`src/rtl/fta_pkg.sv`:
```
// Shared widths, constants and the lane result type of the fault time accumulator.
package fta_pkg;

    localparam int MAX_CH    = 8;
    localparam int TICK_W    = 32;
    localparam int TMO_W     = 31;
    localparam int CODE_W    = 16;
    localparam int CFG_IDX_W = 4;

    localparam logic [TMO_W-1:0] TIMEOUT_RESET = TMO_W'(1000);

    typedef struct packed {
        logic              fired;
        logic              raised;
        logic [CODE_W-1:0] held;
    } lane_res_t;

endpackage

```
`src/rtl/fta_lane.sv`:
```
// One channel of the leaky-bucket accumulator: fault time, raised flag and latched code.
module fta_lane (
    input  logic                        clk,
    input  logic                        rst_n,
    input  logic                        upd,
    input  logic [fta_pkg::TICK_W-1:0]  elapsed,
    input  logic [fta_pkg::CODE_W-1:0]  code,
    input  logic [fta_pkg::TMO_W-1:0]   timeout,
    output fta_pkg::lane_res_t          res
);
    import fta_pkg::*;

    logic [TMO_W-1:0]  fault_time_reg, fault_time_next;
    logic              raised_reg;
    logic [CODE_W-1:0] held_reg;

    logic [TMO_W+1:0]  sum;
    logic [TMO_W+1:0]  tmo_ext;
    logic [TMO_W+1:0]  half_ext;
    logic [TMO_W-1:0]  half;
    logic              acc_gt;
    logic [TMO_W-1:0]  acc_dec;
    logic              fire;
    logic              clr;

    assign half     = timeout >> 1;
    assign tmo_ext  = {2'b00, timeout};
    assign half_ext = {2'b00, half};
    assign sum      = {2'b00, fault_time_reg} + {1'b0, elapsed};
    assign acc_gt   = {1'b0, fault_time_reg} > elapsed;
    assign acc_dec  = acc_gt ? (fault_time_reg - elapsed[TMO_W-1:0]) : '0;

    always_comb
    begin
        if (code != '0)
        begin
            // add and clamp at the timeout
            fault_time_next = (sum > tmo_ext) ? timeout : sum[TMO_W-1:0];
            fire            = (sum >= tmo_ext);
            clr             = (sum <= half_ext);
        end
        else
        begin
            // drain toward zero
            fault_time_next = acc_dec;
            fire            = (acc_dec >= timeout);
            clr             = (acc_dec <= half);
        end

        res.fired = fire;
        if (fire)
        begin
            res.raised = 1'b1;
            res.held   = code;
        end
        else if (clr)
        begin
            res.raised = 1'b0;
            res.held   = '0;
        end
        else
        begin
            res.raised = raised_reg;
            res.held   = held_reg;
        end
    end

    always_ff @(posedge clk or negedge rst_n)
    begin
        if (!rst_n)
        begin
            fault_time_reg <= '0;
            raised_reg     <= 1'b0;
            held_reg       <= '0;
        end
        else if (upd)
        begin
            fault_time_reg <= fault_time_next;
            raised_reg     <= res.raised;
            held_reg       <= res.held;
        end
    end

endmodule

```
`src/rtl/fta_merge.sv`:
```
// Merge of the lane results into the registered result item.
module fta_merge (
    input  logic                        clk,
    input  logic                        rst_n,
    input  logic                        load,
    input  logic                        out_ready,
    input  fta_pkg::lane_res_t          res [fta_pkg::MAX_CH],
    output logic                        out_valid,
    output logic                        any_fired,
    output logic [fta_pkg::MAX_CH-1:0]  fired_mask,
    output logic [fta_pkg::MAX_CH-1:0]  raised_mask,
    output logic [fta_pkg::CODE_W-1:0]  latched [fta_pkg::MAX_CH]
);
    import fta_pkg::*;

    logic              out_valid_reg;
    logic [MAX_CH-1:0] fired_mask_reg;
    logic [MAX_CH-1:0] raised_mask_reg;
    logic              any_fired_reg;
    logic [CODE_W-1:0] latched_reg [MAX_CH];

    logic [MAX_CH-1:0] fired_next;
    logic [MAX_CH-1:0] raised_next;

    always_comb
    begin
        for (int c = 0; c < MAX_CH; c++)
        begin
            fired_next[c]  = res[c].fired;
            raised_next[c] = res[c].raised;
        end
    end

    always_ff @(posedge clk or negedge rst_n)
    begin
        if (!rst_n)
        begin
            out_valid_reg <= 1'b0;
        end
        else if (load)
        begin
            out_valid_reg <= 1'b1;
        end
        else if (out_ready)
        begin
            out_valid_reg <= 1'b0;
        end
    end

    always_ff @(posedge clk)
    begin
        if (load)
        begin
            fired_mask_reg  <= fired_next;
            raised_mask_reg <= raised_next;
            any_fired_reg   <= |fired_next;
            for (int c = 0; c < MAX_CH; c++)
            begin
                latched_reg[c] <= res[c].held;
            end
        end
    end

    assign out_valid   = out_valid_reg;
    assign any_fired   = any_fired_reg;
    assign fired_mask  = fired_mask_reg;
    assign raised_mask = raised_mask_reg;
    assign latched     = latched_reg;

endmodule

```
`src/rtl/fault_time_accumulator_debounce.sv`:
```
// Top level: elapsed-time stage, per-channel accumulator lanes and result register.
// An item is registered in the elapsed-time stage, then its result with out_valid high.
// Throughput: one item per cycle unless out_ready stalls; the loop that sets it is each
// lane's add, clamp and compare of its accumulator, for all channels at once.
// Reset: accumulators, raised flags, latched codes and the previous tick clear to zero,
// every channel timeout returns to 1000, and both pipeline stages empty.
module fault_time_accumulator_debounce #(
    parameter int CHANNELS = 8
) (
    input  logic                           clk,
    input  logic                           rst_n,
    input  logic                           in_valid,
    output logic                           in_ready,
    input  logic [fta_pkg::TICK_W-1:0]     now_tick,
    input  logic [fta_pkg::CODE_W-1:0]     code_ch0,
    input  logic [fta_pkg::CODE_W-1:0]     code_ch1,
    input  logic [fta_pkg::CODE_W-1:0]     code_ch2,
    input  logic [fta_pkg::CODE_W-1:0]     code_ch3,
    input  logic [fta_pkg::CODE_W-1:0]     code_ch4,
    input  logic [fta_pkg::CODE_W-1:0]     code_ch5,
    input  logic [fta_pkg::CODE_W-1:0]     code_ch6,
    input  logic [fta_pkg::CODE_W-1:0]     code_ch7,
    output logic                           out_valid,
    input  logic                           out_ready,
    output logic                           any_fired,
    output logic [fta_pkg::MAX_CH-1:0]     fired_mask,
    output logic [fta_pkg::MAX_CH-1:0]     raised_mask,
    output logic [fta_pkg::CODE_W-1:0]     latched_ch0,
    output logic [fta_pkg::CODE_W-1:0]     latched_ch1,
    output logic [fta_pkg::CODE_W-1:0]     latched_ch2,
    output logic [fta_pkg::CODE_W-1:0]     latched_ch3,
    output logic [fta_pkg::CODE_W-1:0]     latched_ch4,
    output logic [fta_pkg::CODE_W-1:0]     latched_ch5,
    output logic [fta_pkg::CODE_W-1:0]     latched_ch6,
    output logic [fta_pkg::CODE_W-1:0]     latched_ch7,
    input  logic                           cfg_valid,
    output logic                           cfg_ready,
    input  logic [fta_pkg::CFG_IDX_W-1:0]  cfg_index,
    input  logic [fta_pkg::TMO_W-1:0]      cfg_data
);
    import fta_pkg::*;

    logic [TMO_W-1:0]  timeout_reg [MAX_CH];
    logic [TICK_W-1:0] prev_tick_reg;
    logic              s1_valid_reg;
    logic [TICK_W-1:0] s1_elapsed_reg;
    logic [CODE_W-1:0] s1_code_reg [MAX_CH];

    logic [CODE_W-1:0] code_in [MAX_CH];
    logic [CODE_W-1:0] latched [MAX_CH];
    lane_res_t         res [MAX_CH];
    logic              in_acc;
    logic              out_free;
    logic              s1_move;

    assign code_in[0] = code_ch0;
    assign code_in[1] = code_ch1;
    assign code_in[2] = code_ch2;
    assign code_in[3] = code_ch3;
    assign code_in[4] = code_ch4;
    assign code_in[5] = code_ch5;
    assign code_in[6] = code_ch6;
    assign code_in[7] = code_ch7;

    assign out_free  = !out_valid || out_ready;
    assign s1_move   = s1_valid_reg && out_free;
    assign in_ready  = !s1_valid_reg || out_free;
    assign in_acc    = in_valid && in_ready;
    assign cfg_ready = 1'b1;

    always_ff @(posedge clk or negedge rst_n)
    begin
        if (!rst_n)
        begin
            for (int c = 0; c < MAX_CH; c++)
            begin
                timeout_reg[c] <= TIMEOUT_RESET;
            end
        end
        else if (cfg_valid && (cfg_index < CFG_IDX_W'(MAX_CH)))
        begin
            timeout_reg[cfg_index[$clog2(MAX_CH)-1:0]] <= cfg_data;
        end
    end

    always_ff @(posedge clk or negedge rst_n)
    begin
        if (!rst_n)
        begin
            prev_tick_reg <= '0;
            s1_valid_reg  <= 1'b0;
        end
        else
        begin
            if (in_acc)
            begin
                prev_tick_reg <= now_tick;
                s1_valid_reg  <= 1'b1;
            end
            else if (s1_move)
            begin
                s1_valid_reg <= 1'b0;
            end
        end
    end

    // elapsed time wraps modulo 2^32
    always_ff @(posedge clk)
    begin
        if (in_acc)
        begin
            s1_elapsed_reg <= now_tick - prev_tick_reg;
            for (int c = 0; c < MAX_CH; c++)
            begin
                s1_code_reg[c] <= code_in[c];
            end
        end
    end

    for (genvar c = 0; c < MAX_CH; c++)
    begin : g_lane
        if (c < CHANNELS)
        begin : g_on
            fta_lane u_lane (
                .clk     (clk),
                .rst_n   (rst_n),
                .upd     (s1_move),
                .elapsed (s1_elapsed_reg),
                .code    (s1_code_reg[c]),
                .timeout (timeout_reg[c]),
                .res     (res[c])
            );
        end
        else
        begin : g_off
            assign res[c] = '0;
        end
    end

    fta_merge u_merge (
        .clk         (clk),
        .rst_n       (rst_n),
        .load        (s1_move),
        .out_ready   (out_ready),
        .res         (res),
        .out_valid   (out_valid),
        .any_fired   (any_fired),
        .fired_mask  (fired_mask),
        .raised_mask (raised_mask),
        .latched     (latched)
    );

    assign latched_ch0 = latched[0];
    assign latched_ch1 = latched[1];
    assign latched_ch2 = latched[2];
    assign latched_ch3 = latched[3];
    assign latched_ch4 = latched[4];
    assign latched_ch5 = latched[5];
    assign latched_ch6 = latched[6];
    assign latched_ch7 = latched[7];

    a_fired_raises: assert property (@(posedge clk) disable iff (!rst_n)
        out_valid |-> ((fired_mask & ~raised_mask) == '0))
        else $error("fired channel not raised");

    a_latched_needs_raise: assert property (@(posedge clk) disable iff (!rst_n)
        (out_valid && (latched_ch0 != '0)) |-> raised_mask[0])
        else $error("latched code on a channel that is not raised");

    a_stall_cause: assert property (@(posedge clk) disable iff (!rst_n)
        !in_ready |-> (s1_valid_reg && out_valid && !out_ready))
        else $error("input stalled without a full pipeline");

    a_result_source: assert property (@(posedge clk) disable iff (!rst_n)
        $rose(out_valid) |-> $past(s1_valid_reg))
        else $error("result appeared without a staged item");

endmodule

```
`config.mk`:
```
export PLATFORM = sky130hd
export DESIGN_NAME = fault_time_accumulator_debounce
export DESIGN_NICKNAME = d
export VERILOG_FILES = /design/src/rtl/fta_pkg.sv /design/src/rtl/fta_lane.sv /design/src/rtl/fta_merge.sv /design/src/rtl/fault_time_accumulator_debounce.sv
export SDC_FILE = /design/constraint.sdc
export NUM_CORES = 2
export LEC_CHECK = 0
export BUFFER_PORTS_ARGS = -buffer_cell sky130_fd_sc_hd__buf_4
export CAP_MARGIN = 20
export CORE_MARGIN = 2
export CORE_UTILIZATION = 43
export CTS_BUF_LIST = sky130_fd_sc_hd__clkbuf_8
export CTS_CLUSTER_SIZE = 25
export DETAILED_ROUTE_END_ITERATION = 8
export SLEW_MARGIN = 0
export SYNTH_ARGS = -nofsm -noshare
export SYNTH_HDL_FRONTEND = slang
export SYNTH_HIERARCHICAL = 1
export SYNTH_SLANG_ARGS = --single-unit
```
`constraint.sdc`:
```
create_clock -name clk -period 40.9 [get_ports clk]
set_input_delay 4.09 -clock clk [delete_from_list [all_inputs] [get_ports clk]]
set_output_delay 4.09 -clock clk [all_outputs]
set_load 0.01 [all_outputs]
```
### Yosys cells after proc, flatten, opt, wreduce, memory -nomap -nowiden

Memories as Yosys holds them, arrays and structs flattened.
Index checks and enable logic that the tools add are counted.

* RAM bits: 128
* memories kept: 1
* input bits: 200
* bits in registers: 843
* logic and storage cells: 201

* add/subtract/negate cells: 17
* bitwise logic cells: 1
* $lt $le $gt $ge: 51
* reduce and logical (&&, ||, !) cells: 19
* mux-type cells: 65

Memories
* s1_code_reg: depth 8, width 16, rd ports 8, clocked after memory_dff 0, wr ports 8, RTL line fault_time_accumulator_debounce.sv:47 `logic [CODE_W-1:0] s1_code_reg [MAX_CH];`

Operator list (number)
* $mux W31: 25
* $mux W17: 16
* $add A31 B32 Y33: 8
* $ge A33 B31 Y1: 8
* $gt A33 B31 Y1: 8
* $le A33 B30 Y1: 8
* $gt A31 B32 Y1: 8
* $bwmux W248: 1
* $ge A31 B31 Y1: 8
* $le A31 B30 Y1: 8
* $sub A31 B31 Y31: 8
* $reduce_bool A16 Y1: 8
* $demux W31 S3: 1
* $sub A32 B32 Y32: 1
* $mux W1: 22
* $reduce_or A8 Y1: 1
* $ge A4 B4 Y1 const B: 1
* $logic_and A1 B1 Y1: 4
* $lt A4 B1 Y1 const B: 1
* $lt A4 B4 Y1 const B: 1
* $not A3 Y4: 1
* $reduce_bool A2 Y1: 2
* $logic_not A1 Y1: 2
* $logic_or A1 B1 Y1: 2

### Longest topological paths before layout

* depth after elaboration: 6
* mapped depth: 28

### Modules after synthesis

The synthesis kept the hierarchy.

By module, submodules not included
* fta_lane (g_lane[0].g_on.u_lane ...): area an instance 9022.4 um^2, times used 2, cells each 1197
* fta_lane (g_lane[5].g_on.u_lane ...): area an instance 8888.5 um^2, times used 2, cells each 1147
* fault_time_accumulator_debounce: area an instance 17053.9 um^2, times used 1, cells each 1078
* fta_lane (g_lane[4].g_on.u_lane): area an instance 9292.7 um^2, times used 1, cells each 1172
* fta_lane (g_lane[2].g_on.u_lane): area an instance 9043.7 um^2, times used 1, cells each 1145
* fta_lane (g_lane[7].g_on.u_lane): area an instance 9037.4 um^2, times used 1, cells each 1185
* fta_lane (g_lane[1].g_on.u_lane): area an instance 8992.4 um^2, times used 1, cells each 1201
* fta_merge: area an instance 4406.7 um^2, times used 1, cells each 151

### Least setup slack after synthesis

OpenSTA, ideal clock, no wires.

* kind: input port to flip-flop
* start point: input out_ready
* end point: register g_lane[1].g_on.u_lane.fault_time_reg[3]
* setup time: 0.146 ns
* cell stages on the path: 7
* path slack: 20.459 ns
* buffers on the path: 1
* arrival time: 20.295 ns
* cells stage by stage: inv_1 > a21boi_0 > clkinv_1 > nor2_1 > clkbuf_1 > a22oi_1 > o21ai_0

* cells in the longest elaborated chain, start to end: 2

RTL lines
* start: declaration: RTL line fault_time_accumulator_debounce.sv:24 `input logic out_ready,`
* $logic_or A1 B1 Y1: RTL line fault_time_accumulator_debounce.sv:65 `assign out_free = !out_valid || out_ready;`
* $logic_and A1 B1 Y1: RTL line fault_time_accumulator_debounce.sv:66 `assign s1_move = s1_valid_reg && out_free;`
* named net s1_move: RTL line fault_time_accumulator_debounce.sv:54 `logic s1_move;`
* end signal: assignment: RTL line fta_lane.sv:78 `fault_time_reg <= fault_time_next;`
* end: declaration: RTL line fta_lane.sv:13 `logic [TMO_W-1:0] fault_time_reg, fault_time_next;`

The timed path passes the listed nets, and every way through them passes these cells.
A chain may end at the register's enable or synchronous reset.

### Worst setup path after layout

* start point: input out_ready
* end point: output in_ready

* cells in the longest elaborated chain, start to end: 2

RTL lines
* $logic_or A1 B1 Y1: RTL line fault_time_accumulator_debounce.sv:65
* $logic_or A1 B1 Y1: RTL line fault_time_accumulator_debounce.sv:67 `assign in_ready = !s1_valid_reg || out_free;`
* end: declaration: RTL line fault_time_accumulator_debounce.sv:13 `output logic in_ready,`

No other way between the ends.

==> key figures <==
Synthesis
  – Portion of the post-synthesis area used by sequential elements: 27.64%
  – Post-synthesis adder-cell area fraction: 20.44%
  – Area leader, netlist: ha_1
  – Compound-gate portion of the synthesized area: 23.68%
  – Yosys warning count: 6
  – Netlist area before placement: 93650 um^2
  – Async S/R FF share, synth: 68.59%
  – Main area contributors after synthesis: ha_1, dfrtp_1, edfxtp_1, a21oi_1, o21ai_0
  – Leading register cell type out of synthesis: dfrtp_1
  – Combinational family with the most area after synthesis: compound AO/OA/AOI/OAI gates
  – Xor/xnor cell area share of the yosys netlist: 4.162%
  – Average cell area after synthesis: 8.818 um^2
  – Number of synthesized register bits: 971
  – Fraction of synthesized area in multiplexers: 3.913%
  – Number of different library cells in the post-synthesis netlist: 139
  – Top cell type's share of synthesized area: 20.08%
  – Number of enable-type register cells in the synthesized netlist: 305
  – Synthesized-area fraction occupied by and/or/nand/nor cells: 14.31%
  – Cell count after synthesis: 10620
  – Net count after synthesis: 12340

Placed design
  – Placed instance area: 98760 um^2
  – Final weighted congestion in routability-driven placement: 0.9859
  – Detail Placement HPWL: 265800 um
  – # placed instances: 13500
  – Port bufs: 346

Power and ir drop
  – IR Drop Worst-Case VDD: 0.00006461 V
  – Cell area power density: 97.12 nW/um^2
  – Share of total power consumed by net switching: 53.24%
  – Clock power frac: 10.7%
  – P_leak: 47.32 nW
  – Int Pwr: 4.679 mW
  – Switching component of the power: 5.328 mW
  – Fraction of power consumed by sequential logic: 16.4%
  – Combinational group share of total power: 72.9%
  – Post-layout power: 10.01 mW

Timing
  – Actual slew at the worst max-slew pin: 1.165 ns
  – Final period util: 21.24%
  – Highest Clock Rate: 0.1151 GHz
  – Setup Total Neg Slack: 0 ns
  – Number of hold-slack violations in the final timing report: 0
  – Setup violation total in the final timing report: 0
  – Worst slew margin relative to its limit: 21.86%
  – Unrepaired setup endpoints after global routing: no
  – Final critical-path required period: 8.685 ns
  – Worst clock skew: 0.09043 ns
  – Worst hold slack: 0.4800 ns
  – Max-slew violation count: 0

Flow run
  – Max cap viols: 0

Clock tree
  – Clock latency on the worst-skew pair: 1.00 ns
  – Number of resized instances in the post-cts repair step: 0
  – Cts-stage hold buffer count: 0
  – TritonCTS buffer count: 185
  – Worst-path clk slew: 0.06 ns
  – CTS tree: yes
  – H-tree levels: 4
  – Root Buffer Master: clkbuf_8
  – Sink count of the clock tree: 971
  – Post-CTS Setup Inserts: 0
  – Number of buffers between clock root and the deepest sink: 3

Detailed routing
  – Antenna Violating Nets Remaining: 0
  – Post-route DRC: 0
  – Router iterations before antenna repair: 6
  – Number of vias after detailed routing: 86180
  – Detailed-route vias per instance: 6.205
  – Wire per inst: 25.95 um
  – Final WL: 360400 um
  – Iteration-0 DRC count of the detailed router: 9147

Die
  – Die Wd: 470.7 um
  – Placeable core region: 216700 um^2
  – Starting Density: 43.21%
  – Die footprint: 221500 um^2
  – I/O Pins: 348
  – Standard-cell row count: 171
  – Die H: 470.7 um

Global routing
  – Gr ovfl total: 0
  – Initial antenna violation count: 33
  – Wire length of the first global-routing pass: 534500 um
  – Pin count of the biggest net entering global routing: 128
  – Vias in the first global route: 83890
  – Global-route usage over all layers: 31.47%

Layout
  – Number of non-filler instances in the completed layout: 13890
  – Net total in the final layout: 12560
  – Fraction of final layout cells with drive strength greater than 1: 11.70%
  – Synthesis-to-finish area growth: 10.03%
  – Area of all placed cells without fillers: 103000 um^2

Hold path
  – Class of the tightest hold or removal check: register to register
  – Hold Path Cell Cnt: 1

Setup path
  – Max Fanout on Critical Path: 3
  – Critical path type: primary input to primary output
  – Setup crit start kind: primary input
  – Worst endpoint required time: 36.81 ns
  – Critical path arrival: 4.60 ns
  – Worst-case reg-to-reg path depth: 23
  – Sort of element at the end of the critical path: primary output

Run status
  – Result of the run: complete, no violations
-- path summary, 6_finish.rpt --
kind | startpoint | to | slack (ns)
setup reg to reg | s1_elapsed_reg[0]$_DFFE_PP_ | g_lane[7].g_on.u_lane/held_reg[3]$_DFFE_PN0P_ | 33.00
setup / recovery | out_ready | in_ready | 32.21
max in group asynchronous | rst_n | timeout_reg[25]$_DFFE_PN0P_ | 34.69
hold reg to reg | g_lane[4].g_on.u_lane/raised_reg$_DFFE_PN0P_ | g_lane[4].g_on.u_lane/raised_reg$_DFFE_PN0P_ | 0.48
min in group asynchronous | rst_n | g_lane[0].g_on.u_lane/fault_time_reg[6]$_DFFE_PN0P_ | 3.10
hold / removal | g_lane[4].g_on.u_lane/raised_reg$_DFFE_PN0P_ | g_lane[4].g_on.u_lane/raised_reg$_DFFE_PN0P_ | 0.48
-- cell usage in the layout, fill, tap and decap left out, types with 103 or more instances in the layout --
cell type | netlist | final
nand3_1 | 165 | 165
nor2_1 | 789 | 786
nand4_1 | 234 | 234
xnor2_1 | 387 | 387
nor2b_1 | 123 | 122
nand2_1 | 638 | 638
a22o_1 | 165 | 165
nor4_1 | 129 | 128
a21o_1 | 274 | 274
a21oi_1 | 870 | 870
a22oi_1 | 131 | 131
clkbuf_8 | 0 | 228
buf_4 | 43 | 479
o21bai_1 | 103 | 103
o21ai_0 | 682 | 682
nand2b_1 | 198 | 198
inv_1 | 832 | 887
edfxtp_1 | 305 | 305
a211oi_1 | 147 | 147
mux2_2 | 250 | 250
dfrtp_1 | 618 | 618
ha_1 | 1503 | 1503
nor3_1 | 154 | 154
-- kinds of logic after synthesis --
family,Yosys count
compound gates,3293
xor+xnor,445
fa+ha+maj,1520
buf+inv,1326
flops,971
mux,333
other cells,1
simple gates,2731
-- power groups by stage --
stage	Clock (mW)	Combinational (mW)	Sequential, mW
2_1_floorplan	0	5.06	1.61
3_3_place_gp	0	6.94	1.64
3_5_place_dp	0	7.08	1.64
4_1_cts	1.10	7.12	1.64
5_1_grt	1.14	7.97	1.67
6_report	1.07	7.29	1.64
-- cell usage after synthesis (all sizes together), types with 46 or more instances --
library cell  count
a211oi          162
o221ai           49
xor2             58
and3             53
nand4           234
o21bai          105
a22oi           132
o211ai           96
and2             46
nand2b          198
inv             864
o21ai           774
dfstp            48
or2              49
nor2            796
xnor2           387
a21o            275
nand2           638
clkbuf          239
a31oi            67
dfrtp           618
nor3            155
a22o            165
a221oi           50
buf             213
o31ai            97
edfxtp          305
mux2i            81
ha             1503
nor4            136
a2111oi          50
nand3           166
o21a             61
mux2            252
nor2b           124
a21oi           881
-- metrics by stage --
stage / setup slack [ns] / util [%]
2_1_floorplan: 20.46 / -
4_1_cts: 32.21 / 47.46
6_report: 32.21 / 47.54
3_3_place_gp: 32.20 / 45.56
3_5_place_dp: 32.21 / 45.57
5_1_grt: 32.18 / 47.51
-- critical path: stages --
cell and delay (ns):
buf_4 0.11, inv_1 0.10, nand3_1 0.13, buf_4 0.17
-- cell type report --
type / instances / area, um^2
Tap cell: 2854 / 3571
Clock inverter: 122 / 967.2
Fill cell: 20940 / 113700
Inverter: 874 / 3293
Antenna cell: 31 / 77.57
Timing Repair Buffer: 486 / 3727
Multi-Input combinational cell: 8323 / 62380
Clock buffer: 228 / 3138
Sequential cell: 971 / 25880
-- routing by layer --
metal	vias to the layer above	share of wire [%]	track usage (%)
met3	741	8.4	6.107
met2	3700	43	47.86
met1	42120	43	42.00
met5	-	0.021	0
met4	12	5.9	16.98
li1	39610	-	-
(Power assumes the default switching activity.)
